[config.mk]
export PLATFORM = sky130hd
export DESIGN_NAME = http_request_delimiter_top
export DESIGN_NICKNAME = d
export VERILOG_FILES = /design/src/design/hrd_pkg.sv /design/src/design/hrd_front.sv /design/src/design/hrd_queue.sv /design/src/design/hrd_back.sv /design/src/design/http_request_delimiter_top.sv
export SDC_FILE = /design/constraint.sdc
export NUM_CORES = 1
export LEC_CHECK = 0
export ABC_AREA = 1
export BUFFER_PORTS_ARGS = -buffer_cell sky130_fd_sc_hd__buf_4
export CAP_MARGIN = 20
export CORE_ASPECT_RATIO = 0.5
export CORE_UTILIZATION = 45
export CTS_CLUSTER_SIZE = 14
export DETAILED_ROUTE_END_ITERATION = 6
export PLACE_DENSITY_LB_ADDON = 0.08
export SETUP_SLACK_MARGIN = 0.2
export SYNTH_ARGS = -nofsm -noshare
export SYNTH_HDL_FRONTEND = slang
export SYNTH_SLANG_ARGS = --single-unit
[constraint.sdc]
create_clock -name clk -period 12.67 [get_ports clk]
set_clock_uncertainty 0.15 [all_clocks]
set_input_delay 2.534 -clock clk [delete_from_list [all_inputs] [get_ports clk]]
set_output_delay 2.534 -clock clk [all_outputs]
set_load 0.02 [all_outputs]
[src/design/hrd_pkg.sv]
`timescale 1ns / 1ps
`default_nettype none

package hrd_pkg;

	// Width of the content length value and of the body byte counter
	localparam int LEN_BITS = 32;
	// Width of the reported length field
	localparam int BL_W = 32;

	localparam int NAME_LEN   = 15;
	localparam int NAME_IDX_W = $clog2(NAME_LEN + 1);

	localparam logic [7:0] CH_CR   = 8'h0D;
	localparam logic [7:0] CH_LF   = 8'h0A;
	localparam logic [7:0] CH_SP   = 8'h20;
	localparam logic [7:0] CH_TAB  = 8'h09;
	localparam logic [7:0] CH_ZERO = 8'h30;
	localparam logic [7:0] CH_NINE = 8'h39;

	localparam logic [7:0] EXACT_NAME [NAME_LEN] = '{
		"C", "o", "n", "t", "e", "n", "t", "-", "L", "e", "n", "g", "t", "h", ":"
	};
	localparam logic [7:0] LOWER_NAME [NAME_LEN] = '{
		"c", "o", "n", "t", "e", "n", "t", "-", "l", "e", "n", "g", "t", "h", ":"
	};

	// One classified byte as it travels from the front to the back
	typedef struct packed {
		logic [7:0]          byte_val;
		logic                is_digit;
		logic [3:0]          digit;
		logic                is_blank;
		logic                is_cr;
		logic                is_lf;
		logic [NAME_LEN-1:0] exact_hit;
		logic [NAME_LEN-1:0] lower_hit;
	} hrd_class_t;

endpackage

`default_nettype wire

[src/design/hrd_front.sv]
`timescale 1ns / 1ps
`default_nettype none

module hrd_front (
	input  wire logic              in_valid,
	output logic                   in_stall,
	input  wire logic [7:0]        data_byte,
	output logic                   q_valid,
	input  wire logic              q_stall,
	output hrd_pkg::hrd_class_t    q_data
);
	import hrd_pkg::*;

	always_comb begin
		q_data.byte_val = data_byte;
		q_data.is_digit = (data_byte >= CH_ZERO) && (data_byte <= CH_NINE);
		q_data.digit    = 4'(data_byte - CH_ZERO);
		q_data.is_blank = (data_byte == CH_SP) || (data_byte == CH_TAB);
		q_data.is_cr    = (data_byte == CH_CR);
		q_data.is_lf    = (data_byte == CH_LF);
		// compare against every name position so the back only selects one bit
		for (int i = 0; i < NAME_LEN; i++) begin
			q_data.exact_hit[i] = (data_byte == EXACT_NAME[i]);
			q_data.lower_hit[i] = (data_byte == LOWER_NAME[i]);
		end
	end

	assign q_valid  = in_valid;
	assign in_stall = q_stall;

endmodule

`default_nettype wire

[src/design/hrd_queue.sv]
`timescale 1ns / 1ps
`default_nettype none

module hrd_queue (
	input  wire logic                 clk,
	input  wire logic                 arst_n,
	input  wire logic                 push_valid,
	output logic                      push_stall,
	input  wire hrd_pkg::hrd_class_t  push_data,
	output logic                      pop_valid,
	input  wire logic                 pop,
	output hrd_pkg::hrd_class_t       pop_data
);
	import hrd_pkg::*;

	hrd_class_t  mem_q [2];
	logic        wr_ptr_q;
	logic        rd_ptr_q;
	logic [1:0]  count_q;
	logic        push;
	logic        take;

	assign push_stall = (count_q == 2'd2);
	assign pop_valid  = (count_q != 2'd0);
	assign pop_data   = mem_q[rd_ptr_q];
	assign push       = push_valid && !push_stall;
	assign take       = pop && pop_valid;

	always_ff @(posedge clk or negedge arst_n) begin
		if (!arst_n) begin
			wr_ptr_q <= 1'b0;
			rd_ptr_q <= 1'b0;
			count_q  <= 2'd0;
		end else begin
			if (push)
				wr_ptr_q <= !wr_ptr_q;
			if (take)
				rd_ptr_q <= !rd_ptr_q;
			if (push && !take)
				count_q <= count_q + 2'd1;
			else if (take && !push)
				count_q <= count_q - 2'd1;
		end
	end

	always_ff @(posedge clk) begin
		if (push)
			mem_q[wr_ptr_q] <= push_data;
	end

endmodule

`default_nettype wire

[src/design/hrd_back.sv]
`timescale 1ns / 1ps
`default_nettype none

module hrd_back (
	input  wire logic                 clk,
	input  wire logic                 arst_n,
	input  wire logic                 q_valid,
	output logic                      q_pop,
	input  wire hrd_pkg::hrd_class_t  q_data,
	output logic                      out_valid,
	input  wire logic                 out_stall,
	output logic [7:0]                byte_out,
	output logic                      in_body,
	output logic                      headers_done,
	output logic                      request_end,
	output logic [hrd_pkg::BL_W-1:0]  body_length
);
	import hrd_pkg::*;

	typedef enum logic [1:0] {
		VS_NONE,
		VS_SKIP,
		VS_DIGITS,
		VS_FINAL
	} vstage_t;

	typedef struct packed {
		vstage_t             stage;
		logic [LEN_BITS-1:0] value;
	} parse_t;

	typedef struct packed {
		logic [NAME_IDX_W-1:0] progress;
		logic                  done;
	} match_t;

	function automatic parse_t parse_step(vstage_t st, logic [LEN_BITS-1:0] v,
			hrd_class_t c);
		parse_t             r;
		logic [LEN_BITS+3:0] acc;
		logic               ovf;
		r.stage = st;
		r.value = v;
		acc = ({4'b0, v} << 3) + ({4'b0, v} << 1) + {{LEN_BITS{1'b0}}, c.digit};
		ovf = |acc[LEN_BITS+3:LEN_BITS];
		unique case (st)
			VS_SKIP: begin
				if (!c.is_blank) begin
					if (!c.is_digit || ovf) begin
						r.value = '0;
						r.stage = VS_FINAL;
					end else begin
						r.value = acc[LEN_BITS-1:0];
						r.stage = VS_DIGITS;
					end
				end
			end
			VS_DIGITS: begin
				if (!c.is_digit) begin
					r.stage = VS_FINAL;
				end else if (ovf) begin
					r.value = '0;
					r.stage = VS_FINAL;
				end else begin
					r.value = acc[LEN_BITS-1:0];
				end
			end
			default: ;
		endcase
		return r;
	endfunction

	function automatic match_t match_step(logic [NAME_IDX_W-1:0] p,
			logic [NAME_LEN-1:0] hit);
		match_t r;
		logic [NAME_IDX_W-1:0] np;
		if (hit[p])
			np = p + NAME_IDX_W'(1);
		else if (hit[0])
			np = NAME_IDX_W'(1);
		else
			np = '0;
		r.done = 1'b0;
		if (np == NAME_IDX_W'(NAME_LEN)) begin
			r.done = 1'b1;
			np = '0;
		end
		r.progress = np;
		return r;
	endfunction

	logic                  body_phase_q, body_phase_d;
	logic [1:0]            term_q, term_d;
	logic [NAME_IDX_W-1:0] ex_prog_q, ex_prog_d;
	logic [NAME_IDX_W-1:0] lo_prog_q, lo_prog_d;
	vstage_t               ex_stage_q, ex_stage_d;
	vstage_t               lo_stage_q, lo_stage_d;
	logic [LEN_BITS-1:0]   ex_val_q, ex_val_d;
	logic [LEN_BITS-1:0]   lo_val_q, lo_val_d;
	logic [LEN_BITS-1:0]   remain_q, remain_d;

	logic                  out_valid_q;
	logic [7:0]            byte_q;
	logic                  in_body_q;
	logic                  done_q;
	logic                  end_q;
	logic [BL_W-1:0]       len_q;

	logic                  body_c, done_c, end_c;
	logic [LEN_BITS-1:0]   len_c;
	parse_t                ex_parse, lo_parse;
	match_t                ex_match, lo_match;

	assign q_pop = q_valid && (!out_valid_q || !out_stall);

	always_comb begin
		body_phase_d = body_phase_q;
		term_d       = term_q;
		ex_prog_d    = ex_prog_q;
		lo_prog_d    = lo_prog_q;
		ex_stage_d   = ex_stage_q;
		lo_stage_d   = lo_stage_q;
		ex_val_d     = ex_val_q;
		lo_val_d     = lo_val_q;
		remain_d     = remain_q;
		body_c       = 1'b0;
		done_c       = 1'b0;
		end_c        = 1'b0;
		len_c        = '0;

		ex_parse = parse_step(ex_stage_q, ex_val_q, q_data);
		lo_parse = parse_step(lo_stage_q, lo_val_q, q_data);
		ex_match = match_step(ex_prog_q, q_data.exact_hit);
		lo_match = match_step(lo_prog_q, q_data.lower_hit);

		if (body_phase_q) begin
			body_c   = 1'b1;
			remain_d = remain_q - LEN_BITS'(1);
			if (remain_q == LEN_BITS'(1)) begin
				end_c        = 1'b1;
				body_phase_d = 1'b0;
			end
		end else begin
			// a name matcher runs only until its first match; the parser takes over
			if (ex_stage_q == VS_NONE) begin
				ex_prog_d  = ex_match.progress;
				ex_stage_d = ex_match.done ? VS_SKIP : VS_NONE;
			end else begin
				ex_stage_d = ex_parse.stage;
				ex_val_d   = ex_parse.value;
			end
			if (lo_stage_q == VS_NONE) begin
				lo_prog_d  = lo_match.progress;
				lo_stage_d = lo_match.done ? VS_SKIP : VS_NONE;
			end else begin
				lo_stage_d = lo_parse.stage;
				lo_val_d   = lo_parse.value;
			end

			if (term_q == 2'd3 && q_data.is_lf) begin
				done_c = 1'b1;
				if (ex_stage_d != VS_NONE)
					len_c = ex_val_d;
				else if (lo_stage_d != VS_NONE)
					len_c = lo_val_d;
				term_d     = 2'd0;
				ex_prog_d  = '0;
				lo_prog_d  = '0;
				ex_stage_d = VS_NONE;
				lo_stage_d = VS_NONE;
				ex_val_d   = '0;
				lo_val_d   = '0;
				if (len_c == '0) begin
					end_c = 1'b1;
				end else begin
					body_phase_d = 1'b1;
					remain_d     = len_c;
				end
			end else if ((term_q == 2'd0 || term_q == 2'd2) && q_data.is_cr) begin
				term_d = term_q + 2'd1;
			end else if (term_q == 2'd1 && q_data.is_lf) begin
				term_d = 2'd2;
			end else begin
				term_d = q_data.is_cr ? 2'd1 : 2'd0;
			end
		end
	end

	always_ff @(posedge clk or negedge arst_n) begin
		if (!arst_n) begin
			body_phase_q <= 1'b0;
			term_q       <= 2'd0;
			ex_prog_q    <= '0;
			lo_prog_q    <= '0;
			ex_stage_q   <= VS_NONE;
			lo_stage_q   <= VS_NONE;
			ex_val_q     <= '0;
			lo_val_q     <= '0;
			remain_q     <= '0;
			out_valid_q  <= 1'b0;
		end else begin
			if (q_pop) begin
				body_phase_q <= body_phase_d;
				term_q       <= term_d;
				ex_prog_q    <= ex_prog_d;
				lo_prog_q    <= lo_prog_d;
				ex_stage_q   <= ex_stage_d;
				lo_stage_q   <= lo_stage_d;
				ex_val_q     <= ex_val_d;
				lo_val_q     <= lo_val_d;
				remain_q     <= remain_d;
			end
			// hold a stalled result until transfer
			out_valid_q <= q_pop || (out_valid_q && out_stall);
		end
	end

	always_ff @(posedge clk) begin
		if (q_pop) begin
			byte_q    <= q_data.byte_val;
			in_body_q <= body_c;
			done_q    <= done_c;
			end_q     <= end_c;
			len_q     <= BL_W'(len_c);
		end
	end

	assign out_valid    = out_valid_q;
	assign byte_out     = byte_q;
	assign in_body      = in_body_q;
	assign headers_done = done_q;
	assign request_end  = end_q;
	assign body_length  = len_q;

	a_body_count_live: assert property (@(posedge clk) disable iff (!arst_n)
		body_phase_q |-> (remain_q != '0))
		else $error("body phase with zero bytes remaining");

	a_match_parked: assert property (@(posedge clk) disable iff (!arst_n)
		(ex_stage_q != VS_NONE) || (lo_stage_q != VS_NONE) |->
			((ex_stage_q == VS_NONE) || (ex_prog_q == '0)) &&
			((lo_stage_q == VS_NONE) || (lo_prog_q == '0)))
		else $error("name matcher advanced after its match");

	a_len_only_on_done: assert property (@(posedge clk) disable iff (!arst_n)
		out_valid_q && !done_q |-> (len_q == '0))
		else $error("length reported outside header terminator");

	a_done_not_body: assert property (@(posedge clk) disable iff (!arst_n)
		out_valid_q && done_q |-> !in_body_q)
		else $error("header terminator marked as body byte");

endmodule

`default_nettype wire

[src/design/http_request_delimiter_top.sv]
// Frames HTTP/1.x requests on one connection's byte stream. Every accepted
// byte yields exactly one result: the byte itself, an in_body flag, a
// headers_done flag on the final LF of CR LF CR LF (with body_length, the
// first "Content-Length:" value, else the first "content-length:" value,
// else 0), and request_end on the last byte of each request. The block
// takes one byte per cycle while the output is not stalled; the front
// classifies each byte, a two-entry queue decouples it from the back,
// whose single per-byte state update (name matchers, decimal parser, body
// counter) sets that rate. Each byte is stored in the queue, and its result
// is registered in the back and held while the output is stalled.
`timescale 1ns / 1ps
`default_nettype none

module http_request_delimiter_top (
	input  wire logic                 clk,
	input  wire logic                 arst_n,
	input  wire logic                 in_valid,
	output logic                      in_stall,
	input  wire logic [7:0]           data_byte,
	output logic                      out_valid,
	input  wire logic                 out_stall,
	output logic [7:0]                byte_out,
	output logic                      in_body,
	output logic                      headers_done,
	output logic                      request_end,
	output logic [hrd_pkg::BL_W-1:0]  body_length
);
	import hrd_pkg::*;

	hrd_class_t front_data;
	hrd_class_t back_data;
	logic       front_valid;
	logic       front_stall;
	logic       back_valid;
	logic       back_pop;

	hrd_front u_front (
		.in_valid  (in_valid),
		.in_stall  (in_stall),
		.data_byte (data_byte),
		.q_valid   (front_valid),
		.q_stall   (front_stall),
		.q_data    (front_data)
	);

	hrd_queue u_queue (
		.clk        (clk),
		.arst_n     (arst_n),
		.push_valid (front_valid),
		.push_stall (front_stall),
		.push_data  (front_data),
		.pop_valid  (back_valid),
		.pop        (back_pop),
		.pop_data   (back_data)
	);

	hrd_back u_back (
		.clk          (clk),
		.arst_n       (arst_n),
		.q_valid      (back_valid),
		.q_pop        (back_pop),
		.q_data       (back_data),
		.out_valid    (out_valid),
		.out_stall    (out_stall),
		.byte_out     (byte_out),
		.in_body      (in_body),
		.headers_done (headers_done),
		.request_end  (request_end),
		.body_length  (body_length)
	);

endmodule

`default_nettype wire

Yosys cells after proc, flatten, opt, wreduce, memory -nomap -nowiden
Memories as Yosys holds them, arrays and structs flattened.
Index checks and enable logic that the tools add are counted.
Storage, ports and cells
  register bits: 159
  bits in writable memories: 92
  logic and storage cells: 173
  memories: 1
Memories
  u_queue.mem_q: words 2, bits a word 46, rd ports 1, clocked after Yosys merged registers in 0, write ports 1, line hrd_queue.sv:16  | hrd_class_t mem_q [2];
Operators by class
  add/sub/neg operators: 11
  $lt $le $gt $ge: 4
  equal/unequal tests: 28
  muxes and demuxes: 67
  bitwise gates (word level): 2
  reductions and logical operators: 42
Operators with widths (count)
  two-way mux 32 bit: 15
  one-hot mux 34 bit (2 select lines): 2
  equality test 8 x 7 -> 1 bit (second input constant): 10
  adder 35 x 33 -> 36 bit: 2
  adder 36 x 4 -> 36 bit: 2
  two-way mux 34 bit: 2
  two-way mux 33 bit: 2
  equality test 32 x 1 -> 1 bit (second input constant): 1
  logical NOT 32 bit: 1
  two-way mux 4 bit: 8
  subtractor 32 x 1 -> 32 bit (second input constant): 1
  two-way mux 2 bit: 15
  equality test 8 x 4 -> 1 bit (second input constant): 3
  equality test 8 x 6 -> 1 bit (second input constant): 3
  two-way mux 1 bit: 21
  nonzero test 2 bit: 7
  equality test 2 bit (second input constant): 5
  logical AND 1 bit: 10
  less-than comparator 4 x 5 -> 1 bit (second input constant): 2
  AND reduction 3 bit: 3
  adder 4 x 1 -> 4 bit (second input constant): 2
  binary-select mux 1 bit (select 4 bit): 2
  equality test 4 bit (second input constant): 2
  greater-or-equal comparator 8 x 6 -> 1 bit (second input constant): 1
  other kinds (13): 32

Logic depth before layout (Yosys ltp)
Gate-level depths: netlist of the first run.
  depth after elaboration: 18
  mapped depth: 40
  depth with buffers taken out: 36

Hierarchy
Synthesis of the first run repeated with hierarchy kept, for this count alone.
Unflattened totals
  cell total of the unflattened synthesis: 3058
  area total of the unflattened synthesis: 20739.9 µm²
By module, submodules not included
  hrd_back: instances 1, cells an instance 2691, area an instance 16624.7 µm², seq. area each 4093.9 µm²
  hrd_queue: instances 1, cells an instance 272, area an instance 3598.5 µm², seq. area each 2862.7 µm²
  hrd_front: instances 1, cells an instance 95, area an instance 516.7 µm², seq. area each 0.0 µm²

Worst setup path before layout of the first run
No wires, ideal clock.
  path kind: flip-flop to flip-flop
  start: register u_queue.rd_ptr_q
  end: register u_back.remain_q[24]
  library setup time: 0.124 ns
  data arrival time: 4.886 ns
  data required time: 12.396 ns
  slack: 7.510 ns
  stages on the path, launching flop included: 36
  buffers on the path: 4
  clock period less this slack: 5.160 ns
  cell sequence: dfrtp_1 inv_2 buf_2 buf_1 or2_2 o21ai_0 inv_1 fa_1 inv_1 fa_1 nor2_1 o21ai_1 nand2_1 nand2_1 nand2_2 nand2_1 nand2_1 nand2_1 a21oi_4 nand3_1 nand2_1 nand3_1 nand2_2 nand3_4 buf_4 nand2_1 inv_2 nor2_1 nand2_1 nor2_1 nand2_1 nor2_2 nand3_4 buf_2 nand4_1 nand2_1
RTL lines
  start, declared: line hrd_queue.sv:18  | logic rd_ptr_q;
  start signal, assigned: line hrd_queue.sv:38  | rd_ptr_q <= !rd_ptr_q;
  end signal, assigned: line hrd_back.sv:211  | remain_q <= remain_d;
  end, declared: line hrd_back.sv:100  | logic [LEN_BITS-1:0] remain_q, remain_d;

==> reports/results.ini, run 1 <==
[setup_path]
end_kind = register
critPathTopFamily = simple AND/OR/NAND/NOR gates
cp.arrival_ps = 7840
path_class = reg2reg
crit_path_frequent_cell = nand2_1
cpMaxStageDelayCell = fa_1
worst-path-buf-inv = 6
cpPeakStageDelay_ps = 620
cp_max_fo = 64
required_ps = 12990
worst_setup_path_start_kind = register

[place]
hpwl_um = 43400
dp.cells = 3436
placed_cell_area_sq_mm = 0.0198
io_buffers = 56
routabilityCongestion = 0.949

[global_routing]
grt_pass1_vias = 17500
grt_pass1_wl_um = 95000
antenna_found_initial = 2
track_usage_pct = 27.7
grt_max_degree = 70
grt_overflow = 0

[clock_tree]
hold_buffers = 0
ctsHtreeMaxLevel = 1
cts.sinks = 207
insertion_delay_ps = 540
cts_buffers = 22
cts_setup_buffers = 0
postCtsResizedCells = 0
cts_buffer_depth = 3
cts_tree = built
path_clk_slew_ps = 60
root_buffer = clkbuf_16

[drt]
wl_per_cell_um = 17.1
drt_first_pass_iters = 5
drc = 0
ant_nets = 0
vias = 18600
via_per_inst = 5.35
wirelength_um = 59300
drtIter0Drc = 1471

[yosys]
synth_compound_area_share_pct = 10.0
synthCells = 2921
ys.flop_type = dfrtp_1
yosys.area.top_type_share_pct = 20.5
yosys.area_share.simple_pct = 36.8
ys_types = 53
synth-xor-area-share_pct = 3.19
synth_seq_area_share_pct = 29.8
yosysTopAreaCell = nand2_1
synthArstFlopShare_pct = 56.0
yosysWarnings = 0
synth_area_leaders = nand2_1, dfrtp_1, edfxtp_1
ys_seq_elements = 207
synthAdderAreaFrac_pct = 9.87
synth_top_family_by_area = simple AND/OR/NAND/NOR gates
syn_area_sq_mm = 0.0189
synthMuxAreaShare_pct = 0.106
syn_area_per_cell_sq_um = 6.48
synth_edf_count = 91
synth_fp_nets = 3080

[sta]
rsz0062_at_grt = no
slew_headroom_pct = 27.2
final_hold_viol_count = 0
setup_viol = 0
maxSlewViolCount = 0
fin_tns_setup_ps = 0
period_needed_ps = 7520
finalCritPeriodShare_pct = 59.3
worst_pin_slew_ps = 1090
whs_ps = 344
fmax_mhz = 133

[floorplan]
dieHeight_um = 147
rows = 52
io-pin-count = 57
core_sq_mm = 0.0409
dieArea_sq_mm = 0.0429
die_x_um = 292
initial_core_util_pct = 46.3

[pwr]
leakage_nw = 11.0
p_per_area_mw_per_mm2 = 168
max-vdd-ir-drop_uv = 102

[finish]
fin_nets = 3079
final_area_sq_mm = 0.0205
instances_no_fill = 3479
n_fill_cell = 4196
syn_to_final_growth_pct = 8.45
regArea_sq_mm = 0.00564
drive_gt1_share_pct = 6.10
multi_input_area_sq_mm = 0.0114

[flow_run]
maxCapViolations = 0

[min_path]
hp-class = reg2reg

[outcome]
status = complete, no violations

==> worst register-to-register path: cells and delay by family (launching register included) <==
kind | cells | cell delay, ps
AO/OA/AOI/OAI | 3 | 360
adder cells (fa/ha/maj) | 2 | 1110
AND/OR/NAND/NOR | 23 | 4190
flip-flops | 1 | 330
buffers and inverters | 6 | 1320
==> report_power, final <==
group	switching, mW	internal, mW	leakage [nW]	total [mW]
Sequential	0.153	0.904	2.45	1.06
Combinational	1.17	0.534	8.21	1.71
Clock	0.299	0.379	0.353	0.678
Total	1.63	1.82	11.0	3.44
==> layout by cell type (no fill, tap or decap), types with 4 or more instances in the layout <==
cell type  instances
nor4_1             9
edfxtp_1          91
o21a_1             7
and2_1             5
clkbuf_16         23
nor2_4             4
ha_1             143
o21ai_1            6
clkinv_2           7
o22ai_1           58
buf_4             83
or2_2              7
o211ai_1           4
a21oi_1          143
nand3_1          212
o21ai_0           90
xor2_1            29
nand2_2            4
nand2_1         1033
dfrtp_1          116
xnor2_1           40
nor3_1            33
o21bai_1          12
nor2_1           238
nand4_1           46
fa_1               4
nand3b_1          41
inv_1            366
a22oi_1            5
inv_2             22
nor2_2            13
==> Yosys cell counts, types with 2 or more instances <==
cell,n
nand2_1,1034
inv_1,367
nor2_1,243
nand3_1,212
a21oi_1,143
ha_1,143
dfrtp_1,116
edfxtp_1,91
o21ai_0,90
clkbuf_1,67
o22ai_1,58
nand4_1,46
nand3b_1,41
xnor2_1,40
nor3_1,33
xor2_1,29
buf_2,27
inv_2,21
o21bai_1,12
buf_1,10
nor2_2,10
nor4_1,9
o21a_1,7
o21ai_1,7
or2_2,7
a22oi_1,5
and2_1,5
fa_1,4
o211ai_1,4
a21oi_2,3
a31oi_1,3
buf_6,3
nand2_2,3
nand3_4,3
and3_1,2
clkinv_1,2
mux2i_1,2
nor2_4,2
o2111ai_1,2
or2_1,2
==> kinds of logic after synthesis <==
| kind of cell | after synthesis |
|---|---|
| fa+ha+maj | 147 |
| simple gates | 1657 |
| compound gates | 341 |
| buf+inv | 498 |
| flops | 207 |
| xor+xnor | 69 |
| mux | 2 |
==> routing by layer <==
metal | up-vias | global-route usage, % | wire (um)
li1 | 9420 | - | -
met1 | 8574 | 40.0 | 28100
met2 | 559 | 42.9 | 25300
met3 | 75 | 5.31 | 4790
met4 | 0 | 6.00 | 1150
met5 | - | 0 | 0
==> sequential cells by signal (all words and copies together) (netlist names), 2 cells and up <==
register and count:
u_queue.mem_q 48, u_back.body_length 32, u_back.ex_val_q 32, u_back.lo_val_q 32
u_back.remain_q 32, u_back.byte_out 8, u_back.ex_prog_q 4, u_back.lo_prog_q 4
u_back.ex_stage_q 2, u_back.lo_stage_q 2, u_back.term_q 2, u_queue.count_q 2
==> per-stage QoR <==
stage	total power, mW	util (%)	worst slack, ps
3_5_place_dp	2.75	48.4	5230
4_1_cts	3.44	50.2	5180
6_report	3.44	50.2	5150
3_3_place_gp	2.74	48.4	5380
2_1_floorplan	2.21	-	7510
5_1_grt	3.69	50.2	4430
==> layout make-up <==
cell class              count  area share, %
diodes                      3         0.0366
clock buffers              27           2.93
clock inverters            13          0.591
inverters                 390           7.14
multi-input cells        2216           55.5
flip-flops and latches    207           27.4
well taps                 540           3.29
repair buffers             83           3.03
==> worst paths after layout <==
path / startpoint / endpoint / depth (start not counted) / slack [ps]
max: u_queue.rd_ptr_q / u_back.remain_q[23] / 34 / 5150
min: u_back.remain_q[1] / u_back.remain_q[1] / 2 / 340
max reg2reg: u_queue.rd_ptr_q / u_back.remain_q[23] / 34 / 5150
min reg2reg: u_back.remain_q[1] / u_back.remain_q[1] / 2 / 340
max in group asynchronous: arst_n / u_back.ex_val_q[3] / 2 / 9060
min in group asynchronous: arst_n / u_back.ex_prog_q[0] / 1 / 1970
Power figures use the tool's default switching activity.
==> run 2, diff against run 1 <==
clock period = 6.6 ns   (was 12.67 ns; I/O delays follow)
==> run 2 against run 1 <==
  * Power rose by 93%
  * Design area rose by 0.94%
  * Clock power rose by 89%
  * Via count rose by 2.3%
  * Worst hold slack got worse by 14 ps
  * Flip-flop and latch count did not move
  * Largest power group unchanged
==> reports/results.ini, run 2 (synthesis results as in run 1) <==
[sta]
worst_pin_slew_ps = 1120  ; was 1090 ps
setup_viol = 0  ; unchanged
period_needed_ps = 5880  ; was 7520 ps
fmax_mhz = 170  ; was 133 MHz
finalCritPeriodShare_pct = 89.1  ; was 59.3%
slew_headroom_pct = 25.0  ; was 27.2%
setup_ws_ps = 721  ; was 5150 ps
rsz0062_at_grt = no  ; unchanged
final_hold_viol_count = 0  ; unchanged
fin_tns_setup_ps = 0  ; unchanged
maxSlewViolCount = 0  ; unchanged

[floorplan]
dieHeight_um = 147  ; unchanged
rows = 52  ; unchanged
io-pin-count = 57  ; unchanged
dieArea_sq_mm = 0.0429  ; unchanged
initial_core_util_pct = 46.3  ; unchanged
die_x_um = 292  ; unchanged
core_sq_mm = 0.0409  ; unchanged

[setup_path]
cpMaxStageDelayCell = fa_1  ; unchanged
critPathTopFamily = simple AND/OR/NAND/NOR gates  ; unchanged
cpPeakStageDelay_ps = 600  ; was 620 ps
crit_end = u_back.remain_q[26]  ; was u_back.remain_q[23]
end_kind = register  ; unchanged
crit_path_frequent_cell = nand2_1  ; unchanged
crit_path_start = u_queue.rd_ptr_q  ; unchanged
cp.depth = 32  ; was 34
worst-path-buf-inv = 5  ; was 6
cp.arrival_ps = 6160  ; was 7840 ps
r2r-start = u_queue.rd_ptr_q  ; unchanged
worst_setup_path_start_kind = register  ; unchanged
cp_max_fo = 19  ; was 64
reg2reg_depth = 32  ; was 34
r2r_end = u_back.remain_q[26]  ; was u_back.remain_q[23]
required_ps = 6880  ; was 12990 ps
path_class = reg2reg  ; unchanged
reg2reg_slack_ps = 720  ; was 5150 ps

[clock_tree]
cts.sinks = 207  ; unchanged
cts_buffer_depth = 3  ; unchanged
ctsHtreeMaxLevel = 1  ; unchanged
root_buffer = clkbuf_16  ; unchanged
cts_tree = built  ; unchanged
cts_buffers = 22  ; unchanged
insertion_delay_ps = 550  ; was 540 ps
path_clk_slew_ps = 70  ; was 60 ps

[place]
routabilityCongestion = 0.959  ; was 0.949
io_buffers = 56  ; unchanged
placed_cell_area_sq_mm = 0.0199  ; was 0.0198 sq mm
hpwl_um = 45800  ; was 43400 um
place_ws_ps = 287  ; was 5230 ps

[finish]
drive_gt1_share_pct = 6.80  ; was 6.10%
fin_nets = 3101  ; was 3079
final_area_sq_mm = 0.0207  ; was 0.0205 sq mm
largest-register = u_queue.mem_q  ; unchanged
syn_to_final_growth_pct = 9.48  ; was 8.45%
largest_reg_flops = 48  ; unchanged
final_common_cell = nand2_1  ; unchanged
final_cell_mix = nand2_1, inv_1, nor2_1  ; unchanged

[drt]
wl_per_cell_um = 17.8  ; was 17.1 um
ant_nets = 0  ; unchanged
via_per_inst = 5.44  ; was 5.35
wirelength_um = 62400  ; was 59300 um
drtIter0Drc = 1616  ; was 1471
vias = 19100  ; was 18600
drc = 0  ; unchanged
drt_first_pass_iters = 5  ; unchanged

[global_routing]
track_usage_pct = 28.6  ; was 27.7%
grt_pass1_wl_um = 97500  ; was 95000 um
grt_max_degree = 65  ; was 70
grt_pass1_vias = 17600  ; was 17500
antenna_found_initial = 2  ; unchanged
grt_overflow = 0  ; unchanged

[pwr]
leakage_nw = 11.1  ; was 11.0 nW
p_per_area_mw_per_mm2 = 321  ; was 168 mW/mm^2
max-vdd-ir-drop_uv = 236  ; was 102 uV

[min_path]
hp-class = reg2reg  ; unchanged

[flow_run]
maxCapViolations = 0  ; unchanged

[outcome]
status = complete, no violations  ; unchanged

==> run 2: cell types whose count changed in the layout (fill, tap and decap cells not counted), moves of 2 or more <==
cell / delta
buf_4: +18
clkbuf_1: +2
clkinv_2: -4
clkinvlp_4: +2
nand3_4: +3
==> run 2: cell type report <==
cell class                      count  area (sq um)
Multi-Input combinational cell   2219         11500
Clock inverter                     10          86.3
Inverter                          390          1470
Sequential cell                   207          5640
Antenna cell                        4          10.0
Tap cell                          540           676
Timing Repair Buffer              102           773
Clock buffer                       30           622
Fill cell                        4234         20200
==> run 2: per-layer routing <==
metal,global-route usage (%),vias to the layer above,wire [um]
li1,-,9480,-
met1,42.4,8843,29800
met2,44.4,672,26700
met3,4.01,66,4860
met4,5.55,0,1050
met5,0,-,0
==> run 2: how the worst min path moves through the flow <==
stage,startpoint,endpoint,cells after the start
floorplan,u_back.remain_q[1],u_back.remain_q[1],2
global route,u_back.remain_q[1],u_back.remain_q[1],2
detailed placement,u_back.remain_q[1],u_back.remain_q[1],2
CTS,u_back.remain_q[1],u_back.remain_q[1],2
global placement,u_back.remain_q[1],u_back.remain_q[1],2
finish,u_back.remain_q[1],u_back.remain_q[1],2
==> run 2: through the flow <==
stage	instances	hold slack (ps)	utilization, %	power, mW
2_1_floorplan	2921	292	-	4.24
3_3_place_gp	3451	305	48.7	5.33
3_5_place_dp	3451	309	48.7	5.33
6_report	3502	330	50.6	6.66
5_1_grt	3498	357	50.6	7.11
4_1_cts	3491	326	50.4	6.63
==> run 2: where the power goes <==
| part | leakage (nW) | switching (mW) | internal (mW) |
|---|---|---|---|
| clock network | 0.334 | 0.580 | 0.703 |
| registers | 2.45 | 0.308 | 1.73 |
| logic | 8.34 | 2.29 | 1.05 |
==> run 2: tightest hold or removal path, delay by kind of cell (launching register included) <==
family	cells	cell delay, ps
simple gates	2	100
flops	1	350
==> run 2: what timing repair did <==
| item | in CTS | in global routing |
|---|---|---|
| buffers inserted | 0 | 3 |
| endpoints found under the setup margin | 0 | 34 |
| resized for setup | 0 | 6 |
| hold buffers | 0 | 0 |
==> run 3, diff against run 2 <==
CORE_UTILIZATION = 40   (was 45)
CTS_CLUSTER_DIAMETER = 150   (was not set)
==> run 3 against run 2 <==
  * The flow now finishes with violations (design-rule violations)
  * First-iteration DRC count grew 11%
  * Wire length grew 4.0%
  * Via count is 0.83% lower
  * Fmax shrank 0.14%
  * Worst setup slack worse by 8.5 ps
  * Non-clock buffer count up 4
  * Design area barely moved
  * Largest cell class unchanged
  * Largest power group unchanged
==> reports/results.ini, run 3 (synthesis results as in run 1) <==
[outcome]
status = finished, violations left  ; was complete, no violations
failed_checks = design-rule violations

[sta]
worst_pin_slew_ps = 1070  ; was 1120 ps
fmax_mhz = 170  ; about the same
final_hold_viol_count = 0  ; unchanged
finalCritPeriodShare_pct = 89.2  ; was 89.1%
maxSlewViolCount = 0  ; unchanged
period_needed_ps = 5890  ; was 5880 ps
slew_headroom_pct = 28.6  ; was 25.0%
whs_ps = 329  ; was 330 ps
setup_viol = 0  ; unchanged
rsz0062_at_grt = no  ; unchanged
fin_tns_setup_ps = 0  ; unchanged

[place]
io_buffers = 56  ; unchanged
hpwl_um = 47700  ; was 45800 um
routabilityCongestion = 0.935  ; was 0.959

[clock_tree]
cts_tree = built  ; unchanged
hold_buffers = 0  ; unchanged
cts_buffer_depth = 3  ; unchanged
root_buffer = clkbuf_16  ; unchanged
insertion_delay_ps = 550  ; about the same
cts.sinks = 207  ; unchanged
ctsHtreeMaxLevel = 1  ; unchanged
path_clk_slew_ps = 80  ; was 70 ps
cts_buffers = 18  ; was 22

[setup_path]
cpMaxStageDelayCell = fa_1  ; unchanged
worst_setup_path_start_kind = register  ; unchanged
reg2reg_depth = 32  ; unchanged
critPathTopFamily = simple AND/OR/NAND/NOR gates  ; unchanged
cpPeakStageDelay_ps = 600  ; about the same
crit_path_frequent_cell = nand2_1  ; unchanged
cp.depth = 32  ; unchanged
cp.arrival_ps = 6160  ; about the same
cp_max_fo = 20  ; was 19
required_ps = 6880  ; about the same
worst-path-buf-inv = 5  ; unchanged
path_class = reg2reg  ; unchanged
end_kind = register  ; unchanged

[floorplan]
initial_core_util_pct = 41.2  ; was 46.3%
core_sq_mm = 0.0460  ; was 0.0409 sq mm
rows = 55  ; was 52
dieHeight_um = 156  ; was 147 um
io-pin-count = 57  ; unchanged
dieArea_sq_mm = 0.0483  ; was 0.0429 sq mm
die_x_um = 310  ; was 292 um

[min_path]
min_path_cells = 2  ; unchanged
hp-class = reg2reg  ; unchanged

[pwr]
power_mw = 6.45  ; was 6.66 mW
max-vdd-ir-drop_uv = 197  ; was 236 uV
p_per_area_mw_per_mm2 = 311  ; was 321 mW/mm^2
leakage_nw = 11.1  ; about the same

[drt]
ant_nets = 0  ; unchanged
via_per_inst = 5.28  ; was 5.44
wirelength_um = 65000  ; was 62400 um
wl_per_cell_um = 18.1  ; was 17.8 um
drt_first_pass_iters = 7  ; was 5
vias = 18900  ; was 19100
drtIter0Drc = 1786  ; was 1616
drc = 5  ; was 0

[global_routing]
grt_pass1_vias = 17900  ; was 17600
track_usage_pct = 26.9  ; was 28.6%
grt_pass1_wl_um = 101000  ; was 97500 um
grt_max_degree = 65  ; unchanged
antenna_found_initial = 1  ; was 2
grt_overflow = 0  ; unchanged

[finish]
n_fill_cell = 4910  ; was 4234
fin_nets = 3103  ; was 3101
final_cell_mix = nand2_1, inv_1, nor2_1  ; unchanged
largest_reg_flops = 48  ; unchanged
drive_gt1_share_pct = 6.53  ; was 6.80%
syn_to_final_growth_pct = 9.42  ; was 9.48%
final_common_cell = nand2_1  ; unchanged
largest-register = u_queue.mem_q  ; unchanged

[flow_run]
maxCapViolations = 0  ; unchanged

-- run 3: what timing repair did --
item	in CTS	in global routing
resized for setup	0	5
setup buffers	0	4
setup endpoints to repair	0	33
-- run 3: report_power, final --
group | switching, mW | internal [mW]
sequential | 0.316 | 1.73
combinational | 2.30 | 1.05
clock | 0.534 | 0.513
total | 3.15 | 3.30
-- run 3: worst min-delay path: stages, from the launching register on --
cell     delay (ps)
dfrtp_1         350
nand2_1          60
nand2_1          50
-- run 3: final timing paths --
kind | from | endpoint | slack [ps]
min in group asynchronous | arst_n | u_back.lo_val_q[27] | 580
max in group asynchronous | arst_n | u_back.remain_q[26] | 4540
worst max register to register | u_queue.rd_ptr_q | u_back.remain_q[23] | 710
worst min-delay path | u_back.remain_q[1] | u_back.remain_q[1] | 330
worst min register to register | u_back.remain_q[1] | u_back.remain_q[1] | 330
worst max-delay path | u_queue.rd_ptr_q | u_back.remain_q[23] | 710
-- run 3: cell type report --
class	instances	area, sq um	share of cell area, %
Sequential cell	207	5640	27.2
Timing Repair Buffer	106	841	4.06
Clock buffer	28	488	2.36
Multi-Input combinational cell	2221	11500	55.4
Tap cell	627	785	3.79
Antenna cell	1	2.50	0.0121
Clock inverter	2	21.3	0.103
Inverter	390	1470	7.07
-- run 3: routing by layer --
layer	vias up	wire [um]	track usage (%)
li1	9470	-	-
met1	8702	30700	39.3
met2	655	28000	41.4
met3	76	4870	4.27
met4	0	1370	5.87
met5	-	0	0
-- run 3: per-stage QoR --
stage	cells	utilization, %	area (sq um)	setup slack, ps
after floorplan	2921	-	18900	1440
after global placement	3541	43.6	20100	383
after detailed placement	3541	43.6	20100	271
after CTS	3571	44.7	20600	264
after global routing	3581	45.1	20700	199
final	3582	45.1	20700	712
